$ cat config.mk
export PLATFORM = sky130hd
export DESIGN_NAME = flam_front
export DESIGN_NICKNAME = d
export VERILOG_FILES = /design/src/rtl/flam_pkg.sv /design/src/rtl/flam_front.sv
export SDC_FILE = /design/constraint.sdc
export NUM_CORES = 1
export LEC_CHECK = 0
export BUFFER_PORTS_ARGS = -buffer_cell sky130_fd_sc_hd__clkbuf_2
export CAP_MARGIN = 0
export CELL_PAD_IN_SITES_DETAIL_PLACEMENT = 0
export CELL_PAD_IN_SITES_GLOBAL_PLACEMENT = 1
export CORE_MARGIN = 2
export CORE_UTILIZATION = 37
export CTS_CLUSTER_DIAMETER = 100
export DETAILED_ROUTE_END_ITERATION = 8
export GPL_ROUTABILITY_DRIVEN = 0
export GPL_TIMING_DRIVEN = 0
export PLACE_DENSITY = 0.84
export SLEW_MARGIN = 10
export SYNTH_ARGS = -nofsm -noshare
export SYNTH_HDL_FRONTEND = slang
export SYNTH_SLANG_ARGS = --single-unit
$ cat constraint.sdc
create_clock -name clk -period 1.5 [get_ports clk]
set_input_delay 0.3 -clock clk [delete_from_list [all_inputs] [get_ports clk]]
set_output_delay 0.3 -clock clk [all_outputs]
set_load 0.02 [all_outputs]
$ cat src/rtl/flam_pkg.sv
// Shared constants, types and helper functions for the magazine handle allocator.
package flam_pkg;

	// Pool geometry: handles 0..POOL_SIZE-1, link entries one bit wider for the null marker
	localparam int POOL_SIZE     = 1024;
	localparam int HW            = $clog2(POOL_SIZE);
	localparam int CW            = HW + 1;
	localparam int CNT_W         = 11;
	localparam int MAG_DEPTH_DEF = 32;

	localparam logic [CW-1:0]    NULL_LINK = CW'(POOL_SIZE);
	localparam logic [CNT_W-1:0] COUNT_MAX = '1;
	localparam logic [10:0]      EPS_RESET = 11'd64;

	// Class of an accepted item
	typedef enum logic [1:0] {
		OP_ALLOC = 2'd0,
		OP_FREE  = 2'd1,
		OP_SKIP  = 2'd2
	} op_t;

	typedef struct packed {
		op_t           op;
		logic [HW-1:0] handle;
	} item_t;

	typedef struct packed {
		logic [HW-1:0]    handle;
		logic             status;
		logic [CNT_W-1:0] used;
		logic [CNT_W-1:0] free;
	} res_t;

	// Saturating counter helpers
	function automatic logic [CNT_W-1:0] sat_add(input logic [CNT_W-1:0] v,
		input logic [CNT_W-1:0] n);
		logic [CNT_W:0] s;
		s = {1'b0, v} + {1'b0, n};
		return s[CNT_W] ? COUNT_MAX : s[CNT_W-1:0];
	endfunction

	function automatic logic [CNT_W-1:0] sat_dec(input logic [CNT_W-1:0] v);
		return (v == '0) ? '0 : v - 1'b1;
	endfunction

endpackage

$ cat src/rtl/flam_front.sv
// Front end: accepts items, classifies them and queues them for the engine.
module flam_front (
	input  logic                   clk,
	input  logic                   arst_n,
	input  logic                   in_valid,
	output logic                   in_ready,
	input  logic                   kind,
	input  logic [flam_pkg::HW-1:0] handle_in,
	output logic                   q_valid,
	output flam_pkg::item_t        q_item,
	input  logic                   q_pop
);
	import flam_pkg::*;

	item_t      ent_q [2];
	logic       wr_ptr_q;
	logic       rd_ptr_q;
	logic [1:0] cnt_q;
	item_t      cls;
	logic       push;

	// Classify: frees of handles outside the pool only report counts
	always_comb begin
		cls.handle = handle_in;
		if (!kind) begin
			cls.op = OP_ALLOC;
		end else if ({1'b0, handle_in} < CW'(POOL_SIZE)) begin
			cls.op = OP_FREE;
		end else begin
			cls.op = OP_SKIP;
		end
	end

	assign in_ready = (cnt_q != 2'd2);
	assign push     = in_valid && in_ready;
	assign q_valid  = (cnt_q != 2'd0);
	assign q_item   = ent_q[rd_ptr_q];

	// Two-entry queue
	always_ff @(posedge clk) begin
		if (push) begin
			ent_q[wr_ptr_q] <= cls;
		end
	end

	always_ff @(posedge clk or negedge arst_n) begin
		if (!arst_n) begin
			wr_ptr_q <= 1'b0;
			rd_ptr_q <= 1'b0;
			cnt_q    <= 2'd0;
		end else begin
			if (push) begin
				wr_ptr_q <= ~wr_ptr_q;
			end
			if (q_pop) begin
				rd_ptr_q <= ~rd_ptr_q;
			end
			cnt_q <= cnt_q + {1'b0, push} - {1'b0, q_pop};
		end
	end

endmodule

==> impl_metrics.ini <==
[outcome]
status = finished with violations
violations = negative setup slack

[floorplan]
io_pins = 29
start_util_pct = 40.0
die-width_um = 56.2
core_area_um2 = 2520
rows = 18
dieArea_um2 = 3160
die_y_um = 56.2

[logic_synthesis]
syn_inst = 53
synth_edf_count = 22
ys.warnings.count = 0
synth_common_cells = edfxtp_1, mux2_1, dfrtp_1
syn_nets = 69
syn_area_um2 = 1010
synth_area_leaders = edfxtp_1, mux2_1, dfrtp_1, xnor2_1, mux2_2
yosysSeqAreaShare_pct = 75.4
synth_top_area_share_pct = 65.5
synth-main-ff-cell = edfxtp_1
async_reset_ff_share_pct = 15.4
synth_cell_type_count = 17
yosys.area.top_type = edfxtp_1
syn_area_per_cell_um2 = 19.0
synth_most_common_cell = edfxtp_1
ys_ff_latch = 26

[timing]
slew-limit-headroom_pct = 65.7
slew_violations = 0
tightest_slew_ns = 0.514
setup_viol = 11
period_needed_ns = 1.63
rsz0062_at_grt = true
finClkSkew_ns = 0.00551
fmax_mhz = 614
hold_viol_final = 0
setup_ws_ns = -0.128
timing.final.crit_share_pct = 109

[worst_setup_path]
critPathSlowestCell = dfrtp_1
rrSetupSlack_ns = 0.10
required_ns = 1.20
arrival_ns = 1.33
cp.depth = 3
cpLargestDelayFamily = flip-flops
path_common_cell = buf_6
path_buf_inv = 2
r2r_end = ent_q[1][0]$_DFFE_PP_
worstRegToRegCells = 2
max_stage_delay_ns = 0.44
worst_setup_path_start_kind = flop
regToRegStartpoint = cnt_q[0]$_DFF_PN0_
end_kind = output port
cp_max_fo = 5
crit_path_start = rd_ptr_q$_DFFE_PN0P_
setup.worst_path.end = q_item[6]
crit_path_cell_trace = buf_6 -> mux2_4 -> buf_6
crit_type = reg -> out

[detailed_routing]
drt-total-wl_um = 1690
wl_per_cell_um = 14.0
vias = 571
drtPass1Iterations = 2
vias_per_cell = 4.72
route.detailed.drc = 0
drt_first_iter_violations = 8
ant_nets = 0

[worst_hold_path]
hold_class = in -> reg

[cts]
clk_pin_slew_ns = 0.13
clockBufferDepth = 2
cts_tree = done
htree_levels = 1
insertion_delay_ns = 0.30
root_buffer = clkbuf_4
cts_buffers = 3
cts_sinks = 26

[power]
p_sw_share_pct = 32.0
power.internal_mw = 1.85
pwr-share-comb_pct = 49.2
power_density_nw_per_um2 = 1950
p_switching_mw = 0.871
peakVddDrop_mv = 1.11
clkPwrFrac_pct = 10.5
p_leak_nw = 0.588
seqPwrFrac_pct = 40.3

[placed_design]
port_buffers = 27
dpl.hpwl_um = 1180
placed_cells = 110
place_worst_setup_slack_ns = -0.0514
dpl-instance-area_um2 = 1180

[finish]
fin_area_um2 = 1400
diodes = 0
drive_gt1_share_pct = 58.2
fin_cells = 121
syn2layout_area_growth_pct = 38.6
nNetsFinal = 108

[job]
maxCapViolCount = 0

[global_route]
grt.total_usage_pct = 10.6
grt_pass1_vias = 585
antenna_found_initial = 0
grt_pass1_wl_um = 2530
grt_start_max_net_pins = 15
globalRoute.totalOverflow = 0
[logic make-up after synthesis]
group           share of synthesized area, %
compound gates                          1.86
mux                                     12.3
simple gates                            3.85
fa+ha+maj                               1.24
flops                                   75.4
xor+xnor                                3.47
other cells                            0.372
buf+inv                                 1.49
[sequential cells by signal, indices dropped and copies added, names as in the netlist]
register and count:
cnt_q 2, ent_q 22, rd_ptr_q 1, wr_ptr_q 1
[repair_timing]
item	CTS	global route
hold buffers	1	0
hold endpoints to repair	4	0
resized for setup	3	50
setup buffers	3	2
endpoints found under the setup margin	23	12
pin swaps	0	0
gates cloned	0	1
[how the worst min path moves through the flow]
stage,from,end,slack (ns),cells after the start
6_report,handle_in[5],ent_q[0][5]$_DFFE_PP_,0.17,1
5_1_grt,handle_in[7],ent_q[1][7]$_DFFE_PP_,0.15,1
4_1_cts,handle_in[5],ent_q[0][5]$_DFFE_PP_,0.17,1
3_5_place_dp,arst_n,cnt_q[0]$_DFF_PN0_,0.12,1
3_3_place_gp,arst_n,cnt_q[0]$_DFF_PN0_,0.11,1
2_1_floorplan,arst_n,cnt_q[0]$_DFF_PN0_,0.004,0
[cell usage in the layout, fill, tap and decap left out]
master / instances
nand2b_1: 1
ha_1: 1
buf_6: 15
nor2_4: 1
mux2_4: 11
clkbuf_4: 3
clkbuf_2: 15
buf_4: 5
clkbuf_1: 1
dfrtp_1: 4
xor2_1: 1
or2_2: 1
nor3b_2: 1
dlygate4sd3_1: 1
edfxtp_1: 22
nand2_1: 1
a21bo_1: 1
xnor2_1: 3
a21oi_2: 1
conb_1: 1
and3_1: 1
[per-layer routing]
layer / track usage (%) / share of wire [%] / wire (um) / up-vias
met5: 0 / 0 / 0 / -
met2: 19.2 / 53 / 897 / 17
met4: 5.10 / 1.4 / 23 / 0
met1: 11.7 / 41 / 691 / 278
li1: - / - / - / 272
met3: 2.33 / 4.8 / 82 / 4
[through the flow]
stage	power [mW]	hold WS (ns)	utilization (%)	setup TNS, ns
finish	2.72	0.174	55.4	-1.31
global route	2.86	0.154	55.4	-1.89
CTS	2.32	0.166	49.7	-1.50
detailed placement	1.95	0.116	46.9	-0.562
global placement	1.92	0.112	46.9	-0.165
floorplan	1.67	0.00441	-	0
[power groups by stage]
| stage | logic (mW) | registers, mW | clock network, mW |
|---|---|---|---|
| 6_report | 1.34 | 1.10 | 0.287 |
| 5_1_grt | 1.42 | 1.11 | 0.327 |
| 4_1_cts | 0.940 | 1.08 | 0.301 |
| 3_5_place_dp | 0.843 | 1.10 | 0 |
| 3_3_place_gp | 0.827 | 1.09 | 0 |
| 2_1_floorplan | 0.596 | 1.08 | 0 |
[layout make-up]
type	count	area [um2]
plain buffers	2	18.8
clock buffers	4	26.3
fillers	233	1120
multi-input cells	25	282
flip-flops and latches	26	761
well taps	30	37.5
repair buffers	34	273
[worst register-to-register path, cell delays in order (launching register included)]
cell and delay [ns]:
dfrtp_1 0.40, nand2b_1 0.16, and3_1 0.50
Note: power is estimated with default switching activity, not from simulation.
